`config.mk`:
```
export PLATFORM = sky130hd
export DESIGN_NAME = bptu_fifo
export DESIGN_NICKNAME = d
export VERILOG_FILES = /design/src/hw/rtl/bptu_pkg.sv /design/src/hw/rtl/bptu_fifo.sv
export VERILOG_INCLUDE_DIRS = /design/src /design/src/hw/rtl
export SDC_FILE = /design/constraint.sdc
export NUM_CORES = 1
export LEC_CHECK = 0
export BUFFER_PORTS_ARGS = -buffer_cell sky130_fd_sc_hd__buf_2
export CAP_MARGIN = 20
export CORE_UTILIZATION = 35
export CTS_CLUSTER_SIZE = 14
export DETAILED_ROUTE_END_ITERATION = 7
export SKIP_CTS_REPAIR_TIMING = 1
export SYNTH_ARGS = -nofsm -noshare
export SYNTH_HDL_FRONTEND = slang
export SYNTH_SLANG_ARGS = --single-unit
```
`constraint.sdc`:
```
create_clock -name clk -period 2.25 [get_ports clk]
set_input_delay 0.225 -clock clk [delete_from_list [all_inputs] [get_ports clk]]
set_output_delay 0.225 -clock clk [all_outputs]
set_load 0.05 [all_outputs]
```
`src/hw/rtl/byte_pair_table_unpacker_macros.svh`:
```
// ----------------------------------------------------------------------------
// byte_pair_table_unpacker_macros.svh
// assertion shorthands shared by the unpacker modules
// ----------------------------------------------------------------------------
`ifndef BYTE_PAIR_TABLE_UNPACKER_MACROS_SVH
`define BYTE_PAIR_TABLE_UNPACKER_MACROS_SVH

// same-cycle implication, clocked on clk, off while rst_n is low
`define BPTU_ASSERT_NOW(lbl, ante, cons, msg) \
  lbl: assert property (@(posedge clk) disable iff (!rst_n) (ante) |-> (cons)) \
    else $error(msg);

// next-cycle implication, clocked on clk, off while rst_n is low
`define BPTU_ASSERT_NEXT(lbl, ante, cons, msg) \
  lbl: assert property (@(posedge clk) disable iff (!rst_n) (ante) |=> (cons)) \
    else $error(msg);

`endif

```
`src/hw/rtl/bptu_pkg.sv`:
```
// ----------------------------------------------------------------------------
// bptu_pkg
// shared types and constants of the byte pair table unpacker
// ----------------------------------------------------------------------------
`default_nettype none

package bptu_pkg;

  typedef struct packed {
    logic [7:0] data_byte;
    logic       stream_start;
  } in_t;

  typedef struct packed {
    logic [7:0] out_byte;
    logic       last_of_run;
  } out_t;

  typedef enum logic [2:0] {
    PH_ESCAPE = 3'd0,
    PH_COUNT  = 3'd1,
    PH_CODES  = 3'd2,
    PH_VAL_HI = 3'd3,
    PH_VAL_LO = 3'd4,
    PH_DATA   = 3'd5
  } phase_t;

  localparam int CODE_SPACE  = 256;
  localparam int QUEUE_DEPTH = 4;
  localparam int QPTR_W      = $clog2(QUEUE_DEPTH);
  localparam int QCNT_W      = $clog2(QUEUE_DEPTH + 1);

  typedef logic [QCNT_W-1:0] qcnt_t;
  typedef logic [QCNT_W:0]   qlvl_t;

  localparam qcnt_t      QUEUE_FULL = qcnt_t'(QUEUE_DEPTH);
  localparam qlvl_t      LEVEL_FULL = qlvl_t'(QUEUE_DEPTH);
  localparam logic [7:0] CODE_START = 8'hFF;

  typedef struct packed {
    logic       pair;
    logic [7:0] first;
    logic [7:0] second;
  } entry_t;

  typedef struct packed {
    logic   valid;
    entry_t entry;
  } req_t;

endpackage

`default_nettype wire

```
`src/hw/rtl/bptu_fifo.sv`:
```
// ----------------------------------------------------------------------------
// bptu_fifo
// short request queue between the lookup front and the output back end
// ----------------------------------------------------------------------------
`default_nettype none
`include "byte_pair_table_unpacker_macros.svh"

module bptu_fifo (
  input  wire logic            clk,
  input  wire logic            rst_n,
  input  wire bptu_pkg::req_t  push,
  input  wire logic            pop,
  output bptu_pkg::req_t       head,
  output bptu_pkg::qcnt_t      count
);

  bptu_pkg::entry_t              mem_r [bptu_pkg::QUEUE_DEPTH];
  logic [bptu_pkg::QPTR_W-1:0]   wr_ptr_r, rd_ptr_r;
  bptu_pkg::qcnt_t               count_r;

  always_ff @(posedge clk) begin
    if (push.valid) begin
      mem_r[wr_ptr_r] <= push.entry;
    end
  end

  // depth is a power of two, pointers wrap on their own
  always_ff @(posedge clk) begin
    if (!rst_n) begin
      wr_ptr_r <= '0;
      rd_ptr_r <= '0;
      count_r  <= '0;
    end else begin
      if (push.valid) begin
        wr_ptr_r <= wr_ptr_r + bptu_pkg::QPTR_W'(1);
      end
      if (pop) begin
        rd_ptr_r <= rd_ptr_r + bptu_pkg::QPTR_W'(1);
      end
      case ({push.valid, pop})
        2'b10:   count_r <= count_r + bptu_pkg::qcnt_t'(1);
        2'b01:   count_r <= count_r - bptu_pkg::qcnt_t'(1);
        default: count_r <= count_r;
      endcase
    end
  end

  assign head.valid = count_r != '0;
  assign head.entry = mem_r[rd_ptr_r];
  assign count      = count_r;

  `BPTU_ASSERT_NOW(a_no_overflow, push.valid && !pop, count_r != bptu_pkg::QUEUE_FULL,
                   "request pushed into a full queue")
  `BPTU_ASSERT_NOW(a_no_underflow, pop, count_r != '0,
                   "request popped from an empty queue")

endmodule

`default_nettype wire

```
==> results.md <==
- Core ar.: 8180 µm²
- Number of enable flip-flop cells after synthesis: 68
- Reg2reg end: mem_r[2][11]
- Slew HR: 41.3%
- Final ANT Viol Nets: 0
- Vias per cell: 4.55
- Dominant cell type by area after synthesis: edfxtp_1
- Setup Skew: 5.02 ps
- Status: finished, violations left
- Tightest Pin Transition: 880 ps
- Synth top area share: 69.5%
- Initial Util: a little over a third
- Crit-path max FO: 13
- Nets: 213
- Max incr delay on CP: approximately 570 ps
- DRT Wirelength: 4480 µm
- Max-cap violations: 0
- WP buf/inv: 2
- Root buf cell: clkbuf_8
- Worst-case reg-to-reg path depth: 3
- DRC: 2
- Vias in the first global route: 1418
- HP Class: in2reg
- Setup crit end kind: primary output
- Layout cells sized above 1: 35.1%
- Hold Crit Depth: 1
- # fillers: around 740
- Met3 Use GR: 3.01%
- Initial DRC Count: slightly below 70
- Initial antenna violation count: 0
- Crit path arrival time: 1850 ps
- Reg2reg setup slack: 600 ps
- Area delta synth->final: 17.7%
- Final hold vios: 0
- Crit path time final: 2070 ps
- 1st-pass router iterations: 5
- Synth Area in Simple Gates: 3.02%
- Routed len/inst: 15.1 µm
- Final setup margin: 179 ps
- Slowest-stage cell, CP: mux4_1
- Total gr overflow: 0
- WS Path Type: reg2out
- Tot Pwr: 3.12 mW
- DPL Wire Length: 2870 µm
- Clk sink count: 77
- Number of diodes: 0
- CTS H-tree lvls: 3
- Number of library cell types mapped by synthesis: 19
- Synth top area cells: edfxtp_1 (70%), mux4_2 (7.7%), mux4_1 (6.3%)
- Compound-Gate Fraction of Synth Area: 0.596%
- Met1 Use GR: 13.7%
- Max Slew Vio Count: 0
- Failing checks: design-rule violations
- Final Core Density: 42.3%
- Worst Setup Start Kind: flip-flop
- First-pass GRT wire length: 7230 µm
- Post-synth ARST share: 0%
- FF/Latch Area: 2220 µm²
- Synth Cell Area: 2940 µm²
- XOR/XNOR share of the synthesized area: 1.49%
- Power per standard cell area: 903 nW/µm²
- Die X: 93.6 µm
- Mux cell area share after synthesis: 14.3%
- GRT Total Usage: 11.7%
- Finish-stage setup viols: 0
- Most Used Layer, Global Route: met2
- Dpl ws: a little under 500 ps
- Row cnt: 33
- Port Buffers: between 40 and 50
- Sequential share of the synthesized area: 75.6%
- Number of synthesized register bits: 77
- Ports: 42
- Largest family of logic cells by synthesized area: multiplexers
- Die height: between 90 and 100 µm
- GPL Wtd Cong: 0.642
- Crit-path leading delay family: multiplexers
- Adder-Cell Fraction of Synth Area: 2.81%
- Reg2reg start: wr_ptr_r[0]
- Synth warn: 0
- CTS max path bufs: 2
- GR Util met2: 19.4%
- Req. time, crit path: 2030 ps
- CTS tree: built
- Worst hold margin: 102 ps
- Min-Delay Endpoint: mem_r[0][12]
- Period utilisation layout: 92.0%
- RSZ-0062 raised after global routing: false
- LEAKAGE: approximately 1.2 nW
- CP Cell Sequence: buf_12, mux4_1, buf_2
- Max Clock Freq: ~480 MHz
- Hold_sp: push[12]
- Top FF cell, synth: edfxtp_1
- Clk Latency, worst-skew pair: 330 ps
- Fin Setup TNS: 0 ps
- Mean Syn Cell Area: 21.9 µm²
- Vias: between 1000 and 1500
- Post-synthesis instance total: 134
- Max VDD drop: 0.330 mV
- Area of the multi-input gates: between 600 and 700 µm²
- CTS Buf Count: 9
- Clock transition at path regs: 70 ps
- Largest net degree at the start of global routing: 18
- Mapped Nets: 161
- DIE AREA: 8760 µm²
[worst reg2reg max path, stage by stage (launching register included)]
cell and delay (ps):
dfxtp_1 350, inv_1 90, ha_1 130, and2_1 700
[cells by family after synthesis]
logic type,count (synthesis)
xor+xnor,5
flops,77
buf+inv,10
compound gates,3
mux,18
simple gates,15
fa+ha+maj,6
[synthesized netlist by cell type (all sizes together), types with 2 or more instances]
master	instances
mux4	17
and2	10
buf	4
xor2	3
dfxtp	9
ha	5
o21ai	2
xnor2	2
nand2	2
edfxtp	68
inv	6
or3	2
[sequential cells by signal, summed over array words and instances, names as in the netlist, named ones only]
signal    flops
mem_r        68
count         3
wr_ptr_r      2
rd_ptr_r      2
[layout by cell type, fill, tap and decap left out]
| cell | synthesis | final |
|---|---|---|
| clkinv_1 | 0 | 2 |
| xor2_1 | 3 | 3 |
| buf_4 | 0 | 3 |
| xnor2_1 | 2 | 2 |
| clkbuf_8 | 0 | 9 |
| mux4_1 | 7 | 7 |
| fa_1 | 1 | 1 |
| mux4_2 | 10 | 10 |
| edfxtp_1 | 68 | 68 |
| o21ai_0 | 2 | 2 |
| bufinv_16 | 0 | 1 |
| mux2i_1 | 1 | 1 |
| and2_1 | 10 | 10 |
| buf_2 | 2 | 41 |
| inv_1 | 6 | 6 |
| dfxtp_1 | 9 | 9 |
| or3_1 | 2 | 2 |
| nor2b_1 | 1 | 1 |
| ha_1 | 5 | 5 |
| clkinv_2 | 0 | 1 |
| clkbuf_1 | 0 | 2 |
| clkinv_4 | 0 | 1 |
| buf_12 | 1 | 1 |
| a21boi_0 | 1 | 1 |
| nand2_1 | 2 | 2 |
[cell type report]
cell class / instances / share of cell area [%]
clock buffer: 11 / 3.80
sequential: 77 / 64.3
clock inverter: 5 / 1.48
inverter: 6 / 0.651
tap: 105 / 3.80
timing repair buffer: 45 / 7.16
multi-input combinational: 47 / 18.8
[metrics by stage]
| step | instance area (µm²) | cells |
|---|---|---|
| 2_1_floorplan | 2940 | 134 |
| 5_1_grt | 3460 | 296 |
| 3_5_place_dp | 3280 | 280 |
| 3_3_place_gp | 3280 | 280 |
| 6_report | 3460 | 296 |
| 4_1_cts | 3460 | 296 |
[where the power goes]
group          leakage [nW]  switching [mW]  internal (mW)
combinational         0.431           0.344          0.159
clock                0.0924           0.451          0.506
sequential            0.699          0.0295           1.63
[routing by layer]
layer  up-vias  share of wire (%)
met4         0                2.2
met5         -                  0
li1        637                  -
met1       665                 44
met2        36                 49
met3         9                4.2
[worst max path at each step]
stage                    end  cells past startpoint
floorplan           count[2]                      5
global placement    count[2]                      8
detailed placement  count[2]                      8
CTS                 head[16]                      3
global route        head[11]                      3
finish              head[11]                      3
No activity file was read; power rests on OpenSTA's default activity.
