<file path="config.mk">
export PLATFORM = sky130hd
export DESIGN_NAME = bptu_back
export DESIGN_NICKNAME = d
export VERILOG_FILES = /design/src/hw/rtl/bptu_pkg.sv /design/src/hw/rtl/bptu_back.sv
export VERILOG_INCLUDE_DIRS = /design/src /design/src/hw/rtl
export SDC_FILE = /design/constraint.sdc
export NUM_CORES = 1
export LEC_CHECK = 0
export BUFFER_PORTS_ARGS = -buffer_cell sky130_fd_sc_hd__clkbuf_2
export CAP_MARGIN = 20
export CORE_MARGIN = 8
export CORE_UTILIZATION = 35
export CTS_BUF_LIST = sky130_fd_sc_hd__clkbuf_2 sky130_fd_sc_hd__clkbuf_4 sky130_fd_sc_hd__clkbuf_8
export CTS_CLUSTER_DIAMETER = 100
export DETAILED_ROUTE_END_ITERATION = 16
export GPL_ROUTABILITY_DRIVEN = 0
export PLACE_DENSITY_LB_ADDON = 0.1
export REMOVE_ABC_BUFFERS = 1
export SKIP_LAST_GASP = 1
export SYNTH_ARGS = -nofsm -noshare
export SYNTH_HDL_FRONTEND = slang
export SYNTH_SLANG_ARGS = --single-unit
</file>
<file path="constraint.sdc">
create_clock -name clk -period 3.99 [get_ports clk]
set_input_delay 0.5985 -clock clk [delete_from_list [all_inputs] [get_ports clk]]
set_output_delay 0.5985 -clock clk [all_outputs]
set_load 0.005 [all_outputs]
</file>
<file path="src/hw/rtl/byte_pair_table_unpacker_macros.svh">
// ----------------------------------------------------------------------------
// byte_pair_table_unpacker_macros.svh
// assertion shorthands shared by the unpacker modules
// ----------------------------------------------------------------------------
`ifndef BYTE_PAIR_TABLE_UNPACKER_MACROS_SVH
`define BYTE_PAIR_TABLE_UNPACKER_MACROS_SVH

// same-cycle implication, clocked on clk, off while rst_n is low
`define BPTU_ASSERT_NOW(lbl, ante, cons, msg) \
  lbl: assert property (@(posedge clk) disable iff (!rst_n) (ante) |-> (cons)) \
    else $error(msg);

// next-cycle implication, clocked on clk, off while rst_n is low
`define BPTU_ASSERT_NEXT(lbl, ante, cons, msg) \
  lbl: assert property (@(posedge clk) disable iff (!rst_n) (ante) |=> (cons)) \
    else $error(msg);

`endif

</file>
<file path="src/hw/rtl/bptu_pkg.sv">
// ----------------------------------------------------------------------------
// bptu_pkg
// shared types and constants of the byte pair table unpacker
// ----------------------------------------------------------------------------
`default_nettype none

package bptu_pkg;

  typedef struct packed {
    logic [7:0] data_byte;
    logic       stream_start;
  } in_t;

  typedef struct packed {
    logic [7:0] out_byte;
    logic       last_of_run;
  } out_t;

  typedef enum logic [2:0] {
    PH_ESCAPE = 3'd0,
    PH_COUNT  = 3'd1,
    PH_CODES  = 3'd2,
    PH_VAL_HI = 3'd3,
    PH_VAL_LO = 3'd4,
    PH_DATA   = 3'd5
  } phase_t;

  localparam int CODE_SPACE  = 256;
  localparam int QUEUE_DEPTH = 4;
  localparam int QPTR_W      = $clog2(QUEUE_DEPTH);
  localparam int QCNT_W      = $clog2(QUEUE_DEPTH + 1);

  typedef logic [QCNT_W-1:0] qcnt_t;
  typedef logic [QCNT_W:0]   qlvl_t;

  localparam qcnt_t      QUEUE_FULL = qcnt_t'(QUEUE_DEPTH);
  localparam qlvl_t      LEVEL_FULL = qlvl_t'(QUEUE_DEPTH);
  localparam logic [7:0] CODE_START = 8'hFF;

  typedef struct packed {
    logic       pair;
    logic [7:0] first;
    logic [7:0] second;
  } entry_t;

  typedef struct packed {
    logic   valid;
    entry_t entry;
  } req_t;

endpackage

`default_nettype wire

</file>
<file path="src/hw/rtl/bptu_back.sv">
// ----------------------------------------------------------------------------
// bptu_back
// output register, splits a pair request into two result bytes
// ----------------------------------------------------------------------------
`default_nettype none
`include "byte_pair_table_unpacker_macros.svh"

module bptu_back (
  input  wire logic            clk,
  input  wire logic            rst_n,
  input  wire bptu_pkg::req_t  head,
  output logic                 pop,
  output logic                 out_valid,
  input  wire logic            out_stall,
  output bptu_pkg::out_t       out_data
);

  logic           out_valid_r, out_valid_nxt;
  bptu_pkg::out_t out_r, out_nxt;
  logic           sec_pend_r, sec_pend_nxt;
  logic [7:0]     sec_byte_r, sec_byte_nxt;
  logic           load_ok;

  assign load_ok = !out_valid_r || !out_stall;

  always_comb begin
    out_valid_nxt = out_valid_r;
    out_nxt       = out_r;
    sec_pend_nxt  = sec_pend_r;
    sec_byte_nxt  = sec_byte_r;
    pop           = 1'b0;
    if (load_ok) begin
      if (sec_pend_r) begin
        out_valid_nxt        = 1'b1;
        out_nxt.out_byte     = sec_byte_r;
        out_nxt.last_of_run  = 1'b1;
        sec_pend_nxt         = 1'b0;
      end else if (head.valid) begin
        pop                  = 1'b1;
        out_valid_nxt        = 1'b1;
        out_nxt.out_byte     = head.entry.first;
        out_nxt.last_of_run  = !head.entry.pair;
        sec_pend_nxt         = head.entry.pair;
        sec_byte_nxt         = head.entry.second;
      end else begin
        out_valid_nxt = 1'b0;
      end
    end
  end

  always_ff @(posedge clk) begin
    if (!rst_n) begin
      out_valid_r <= 1'b0;
      sec_pend_r  <= 1'b0;
    end else begin
      out_valid_r <= out_valid_nxt;
      sec_pend_r  <= sec_pend_nxt;
    end
  end

  always_ff @(posedge clk) begin
    out_r      <= out_nxt;
    sec_byte_r <= sec_byte_nxt;
  end

  assign out_valid = out_valid_r;
  assign out_data  = out_r;

  `BPTU_ASSERT_NOW(a_pair_order, sec_pend_r, out_valid_r && !out_r.last_of_run,
                   "second pair byte waiting without its first byte on the output")

endmodule

`default_nettype wire

</file>
==> results of run 1 <==
registers in the layout (all words and copies together), names as in the netlist:
register / flops
sec_byte_r: 8
out_valid: 1
sec_pend_r: 1
out_data: 9
area by class of cell:
| type | count | area, sq um | share of cell area [%] |
|---|---|---|---|
| clock buffers | 4 | 30.0 | 3.17 |
| inverters | 1 | 3.75 | 0.396 |
| multi-input cells | 17 | 174 | 18.4 |
| flip-flops and latches | 19 | 551 | 58.1 |
| well taps | 27 | 33.8 | 3.57 |
| repair buffers | 31 | 155 | 16.4 |
placed cells by master, fill, tap and decap left out:
| master | Yosys | layout |
|---|---|---|
| clkbuf_2 | 0 | 31 |
| edfxtp_1 | 17 | 17 |
| mux2_4 | 7 | 7 |
| clkbuf_4 | 0 | 4 |
| nor2_1 | 2 | 2 |
| a21oi_1 | 2 | 2 |
| nand2_1 | 2 | 2 |
| dfxtp_1 | 2 | 2 |
| a21bo_1 | 1 | 1 |
| inv_1 | 1 | 1 |
| nand2b_1 | 1 | 1 |
| o32ai_2 | 1 | 1 |
| mux2_2 | 1 | 1 |
where the power goes:
| group | switching [mW] | total, mW | internal (mW) |
|---|---|---|---|
| clock | 0.0515 | 0.0970 | 0.0455 |
| sequential | 0.00575 | 0.240 | 0.234 |
| combinational | 0.0163 | 0.0397 | 0.0234 |
| total | 0.0736 | 0.377 | 0.303 |
worst reg2reg max path, cell delays in order (launching register included):
cell     delay, ps
dfxtp_1        690
nor2_1         150
a21oi_1        670
metal layers:
metal,vias up,GRT usage (%),wire length (um)
li1,212,-,-
met1,173,6.99,471
met2,20,11.8,577
met3,0,2.88,117
met4,0,2.92,0
met5,-,0,0
stage by stage:
| stage | total power [mW] | area, sq um |
|---|---|---|
| finish | 0.377 | 947 |
| global route | 0.394 | 947 |
| CTS | 0.381 | 947 |
| detailed placement | 0.285 | 917 |
| global placement | 0.285 | 917 |
| floorplan | 0.263 | 728 |
logic make-up after synthesis:
kind of cell	after synthesis	synth area share, %
DFF	19	74.5
muxes	8	15.7
buffers and inverters	2	2.03
AOI/OAI and AO/OA	4	4.91
and+or+nand+nor	5	2.88
final timing paths:
path,start,endpoint,slack [ps],depth (start not counted)
worst max-delay path,out_stall,pop,1750,4
worst min register to register,sec_byte_r[5],out_data[6],560,1
worst max register to register,sec_pend_r,out_data[2],2120,2
worst min-delay path,head[3],sec_byte_r[3],490,1
==> PnR_summary.wiki, run 1 <==
{| class="wikitable"
! Metric !! Value
|-
| CTS max path bufs || 2
|-
| Worst Clk Skew || 0.642 ps
|-
| Post-synth design cell area || approximately 740 sq um
|-
| Number of port buffers || 31
|-
| Clock insertion delay at the later pin of the skew report || between 200 and 300 ps
|-
| Area overhead of the layout relative to synthesis || 28.1%
|-
| Hold violation count in the final report || 0
|-
| Mapped Avg Cell Area || approximately 19 sq um
|-
| Clock-pin slew on the worst setup and hold paths || 100 ps
|-
| Number of antenna-violating nets in the routed design || 0
|-
| Required time of the critical path || between 3000 and 4000 ps
|-
| Worst Hold Class || input port to register
|-
| Slowest stage cell on the critical path || nor2_1
|-
| Antenna violations before repair || 0
|-
| Filler-free cell count of the finished design || a little under 100
|-
| Final design utilization || a little under half
|-
| Most frequent cell after synthesis || edfxtp_1
|-
| Final count of pins violating max slew || 0
|-
| Global-route wire length before repair || 1.91 mm
|-
| Core box area || 1980 sq um
|-
| Fmax || between 400 and 500 MHz
|-
| Final WS setup || roughly 1700 ps
|-
| Crit Path Category || input port to output pin
|-
| Portion of synthesized cell area occupied by the leading cell type || 69.0%
|-
| DRC violation total after the first TritonRoute iteration || 2
|-
| Tmin final || between 2000 and 2500 ps
|-
| Antenna diodes || 0
|-
| Worst slew slack as a fraction of its limit || between 40% and 50%
|-
| HPWL after detailed placement || 1.00 mm
|-
| Fraction of registers with async set or reset after synthesis || 0%
|-
| Number of buffer and inverter stages on the critical path || 2
|-
| Drt drc || 0
|-
| Final-layout fill cell count || roughly 190
|-
| Setup repair after global routing missed its margin || no
|-
| Via count of the first global-routing pass || 482
|-
| Cell family with the largest share of critical-path delay || simple AND/OR/NAND/NOR gates
|-
| Worst slack at placement || between 1500 and 2000 ps
|-
| CTS root buffer || clkbuf_4
|-
| Final period util || between 50% and 60%
|-
| Die outline area || roughly 3800 sq um
|-
| Number of distinct standard cells referenced by the synthesized netlist || 12
|-
| Clock tree from TritonCTS || yes
|-
| Final total negative setup slack || 0 ps
|-
| Worst supply voltage drop on vdd || ~0.23 mV
|-
| Post-CTS Setup Inserts || 0
|-
| Die width || slightly above 60 um
|-
| GRT Resource Usage Total || under 10%
|-
| Slowest stage delay, CP || 520 ps
|-
| Final wirelength || 1.17 mm
|-
| Cts bufs inserted || 3
|-
| Number of flip-flops and latches in the synthesized netlist || 19
|-
| Run status || finished, final reports clean
|-
| Dominant synthesized flop cell || edfxtp_1
|-
| Number of detailed-routing iterations run before antenna repair || 2
|-
| Cell repeated most along the worst path || clkbuf_2
|-
| Avg WL per Cell || around 12 um
|-
| Launching element type of the critical path || input port
|-
| Standby leakage power || 0.410 nW
|-
| Sequential share of the synthesized area || between 70% and 80%
|-
| Leading cell types by count after synthesis || 17 x edfxtp_1, 7 x mux2_4
|-
| Final net count || 94
|-
| Grt ovf || 0
|-
| Kind of end point of the critical path || output pin
|-
| Quantity of hold-fixing buffers added after cts || 0
|-
| Starting density of the core || 37.3%
|-
| Chip height || roughly 62 um
|-
| Synthesized netlist cell count || 38
|-
| Most area-hungry cell type in the Yosys netlist || edfxtp_1
|-
| Placed Cells incl. Taps || 95
|-
| Pin count of the biggest net entering global routing || 13
|-
| Post-CTS sizing || 0
|-
| Maximum capacitance violations || 0
|-
| Number of vias after detailed routing || slightly above 400
|-
| Final Setup Violations || 0
|-
| Count of standard-cell rows || 16
|-
| Actual transition at the worst max-transition pin || between 800 and 900 ps
|-
| H-tree depth reported by CTS || 1
|-
| IO Count || 32
|-
| WHS || 487 ps
|-
| Post-synth EDFFs || 17
|-
| Critical path peak fanout || 9
|-
| Count of warnings emitted by yosys || 0
|-
| CP arrival || 1640 ps
|-
| Vias per cell || ~4.1
|-
| Count of clock tree sinks || 19
|-
| Top cells by area, synth || edfxtp_1 69%, mux2_4 14%, dfxtp_1 5.4%, o32ai_2 2.2%, buf_6 1.5%
|-
| Power Dens Cells || a little under 400 nW/um^2
|-
| Ordered list of cells on the worst path || clkbuf_2, a21bo_1, nor2_1, clkbuf_2
|-
| Ratio of cells with drive above 1 in the final layout || 61.1%
|}
Note: power is estimated with default switching activity, not from simulation.
==> inputs of run 2 (changes only) <==
--- a/config.mk
+++ b/config.mk
@@ -6,6 +6,7 @@
 export SDC_FILE = /design/constraint.sdc
 export NUM_CORES = 1
 export LEC_CHECK = 0
+export ABC_AREA = 1
 export BUFFER_PORTS_ARGS = -buffer_cell sky130_fd_sc_hd__clkbuf_2
 export CAP_MARGIN = 20
 export CORE_MARGIN = 8
==> constraint.sdc (replaced) <==
create_clock -name clk -period 1.85 [get_ports clk]
set_input_delay 0.2775 -clock clk [delete_from_list [all_inputs] [get_ports clk]]
set_output_delay 0.2775 -clock clk [all_outputs]
set_load 0.005 [all_outputs]
==> run 2 against run 1 <==
Compared with the run above: sequential share of layout area is 0.23 points lower; area after synthesis unchanged; non-clock buffer count rose by 2; critical path depth is the same; routed wire length is 10% higher; highest routed layer is now met4.
==> PnR_summary.wiki, run 2 <==
{| class="wikitable"
! Metric !! Value
|-
| Post-synth design cell area || 739 sq um
|-
| Via count of the first global-routing pass || between 400 and 500
|-
| Met2 WL || 561 um
|-
| Most common cell after layout, fill and taps aside || clkbuf_2
|-
| Standby leakage power || between 0.4 and 0.5 nW
|-
| Synthesized netlist cell count || 59
|-
| Number of port buffers || 31
|-
| Highest metal layer with signal wires || met4
|-
| Pin count of the biggest net entering global routing || 12
|-
| Final-layout fill cell count || about 190
|-
| Final WS setup || 285 ps
|-
| H-tree depth reported by CTS || 1
|-
| Drt drc || 0
|-
| Number of flip-flops under the largest register name || 9
|-
| IO Count || 32
|-
| Most area-hungry cell type in the Yosys netlist || edfxtp_1
|-
| Mapped Avg Cell Area || approximately 13 sq um
|-
| Worst Clk Skew || ~1.7 ps
|-
| Antenna diodes || 0
|-
| Placed Cells incl. Taps || between 100 and 150
|-
| Die outline area || about 3800 sq um
|-
| Required time of the critical path || about 1600 ps
|-
| Critical path peak fanout || 11
|-
| Post-Route M1 WL || 553 um
|-
| Leading cell types by count after synthesis || 28 x nand2_1, 17 x edfxtp_1, 3 x inv_1, 2 x buf_6, 2 x dfxtp_1
|-
| Ratio of cells with drive above 1 in the final layout || around 44%
|-
| Maximum capacitance violations || 0
|-
| Sequential share of the synthesized area || between 70% and 80%
|-
| Met3 wire length || 158 um
|-
| Cts bufs inserted || 3
|-
| Multi-input logic area || ~150 sq um
|-
| Core box area || roughly 2000 sq um
|-
| Register area || about 550 sq um
|-
| Final Setup Violations || 0
|-
| Filler-free cell count of the finished design || 121
|-
| Dominant synthesized flop cell || edfxtp_1
|-
| Power Dens Cells || between 800 and 900 nW/um^2
|-
| Clock tree from TritonCTS || yes
|-
| Fraction of registers with async set or reset after synthesis || 0%
|-
| CTS max path bufs || 2
|-
| CP arrival || 1290 ps
|-
| Chip height || about 62 um
|-
| Number of detailed-routing iterations run before antenna repair || 4
|-
| HPWL after detailed placement || slightly above 1 mm
|-
| Most frequent cell after synthesis || nand2_1
|-
| Starting density of the core || 37.3%
|-
| Worst supply voltage drop on vdd || slightly below 0.5 mV
|-
| CTS root buffer || clkbuf_4
|-
| Number of antenna-violating nets in the routed design || 0
|-
| Final wirelength || approximately 1.3 mm
|-
| Worst slew slack as a fraction of its limit || 75.1%
|-
| Post-CTS Setup Inserts || 0
|-
| Count of clock tree sinks || 19
|-
| Number of distinct standard cells referenced by the synthesized netlist || 12
|-
| Antenna violations before repair || 0
|-
| Final count of pins violating max slew || 0
|-
| Avg WL per Cell || around 11 um
|-
| Tmin final || between 1500 and 2000 ps
|-
| Count of standard-cell rows || 16
|-
| Run status || finished, final reports clean
|-
| Launching element type of the critical path || register
|-
| Worst slack at placement || ~570 ps
|-
| Clock-pin slew on the worst setup and hold paths || around 100 ps
|-
| Total power || around 800 uW
|-
| Global-route wire length before repair || approximately 2 mm
|-
| Post-synth EDFFs || 17
|-
| Final design utilization || 48.0%
|-
| Clock insertion delay at the later pin of the skew report || about 280 ps
|-
| Die width || between 60 and 70 um
|-
| Count of warnings emitted by yosys || 0
|-
| Grt ovf || 0
|-
| GRT Resource Usage Total || between 7 and 8%
|-
| Final period util || a little over four fifths
|-
| Crit Path Category || register to output pin
|-
| Worst Hold Class || input port to register
|-
| Number of flip-flops and latches in the synthesized netlist || 19
|-
| Vias per cell || between 3 and 4
|-
| Number of vias after detailed routing || a little under 500
|-
| Setup repair after global routing missed its margin || no
|-
| Quantity of hold-fixing buffers added after cts || 0
|-
| Kind of end point of the critical path || output pin
|-
| Fmax || ~640 MHz
|-
| Top cells by area, synth || edfxtp_1 69%, nand2_1 14%, dfxtp_1 5.4%, buf_6 3.0%, a21oi_4 2.2%
|-
| Hold violation count in the final report || 0
|-
| Final total negative setup slack || 0 ps
|-
| Actual transition at the worst max-transition pin || roughly 370 ps
|-
| Most frequent cells in the layout || 31 x clkbuf_2, 28 x nand2_1, 17 x edfxtp_1
|-
| Post-CTS sizing || 0
|-
| DRC violation total after the first TritonRoute iteration || 7
|-
| Area overhead of the layout relative to synthesis || 28.6%
|-
| Final net count || between 100 and 150
|-
| Portion of synthesized cell area occupied by the leading cell type || between 60% and 70%
|}
==> run 2: cell count changes in the layout (fill, tap and decap cells not counted), sizes merged, moves of 2 or more <==
| cell | change |
|---|---|
| buf | +2 |
| inv | +3 |
| mux2 | -8 |
| nand2 | +27 |
==> run 2: path summary, 6_finish.rpt <==
kind,startpoint,end,slack [ps],cells past startpoint
setup / recovery,sec_pend_r,pop,290,4
hold / removal,head[6],sec_byte_r[6],160,1
setup reg to reg,sec_pend_r,out_data[6],680,2
hold reg to reg,sec_byte_r[0],out_data[1],530,2
==> run 2: area by class of cell <==
| type | instances | share of cell area, % |
|---|---|---|
| Multi-Input combinational cell | 34 | 15.9 |
| Tap cell | 27 | 3.55 |
| Clock buffer | 4 | 3.16 |
| Sequential cell | 19 | 57.9 |
| Inverter | 4 | 1.58 |
| Timing Repair Buffer | 33 | 17.9 |
==> run 2: cells by family (layout without fill, tap and decap cells) <==
group	after synthesis	count (layout)	share of synthesized area, %
DFF	19	19	74.5
AOI/OAI and AO/OA	3	3	4.23
buffers and inverters	6	41	5.08
and+or+nand+nor	31	31	16.2
==> run 2: report_power, final <==
part | internal (mW) | total (mW) | switching (mW)
Clock | 0.0983 | 0.212 | 0.114
Combinational | 0.0418 | 0.0889 | 0.0471
Sequential | 0.505 | 0.513 | 0.00755
Total | 0.645 | 0.814 | 0.169
==> run 2: worst max-delay path, stage by stage (launching register included) <==
cell      delay, ps
dfxtp_1         320
buf_4           170
nor3_1          190
buf_4           200
clkbuf_2        130
==> run 2: per-layer routing <==
layer,GRT usage [%],up-vias
met5,0,-
met3,2.88,2
li1,-,263
met4,4.87,0
met1,7.83,196
met2,11.2,22
==> run 2: metrics by stage <==
| step | area [sq um] | hold WS, ps |
|---|---|---|
| floorplan | 717 | 376 |
| global placement | 921 | 454 |
| detailed placement | 921 | 456 |
| CTS | 951 | 150 |
| global route | 951 | 143 |
| finish | 951 | 162 |
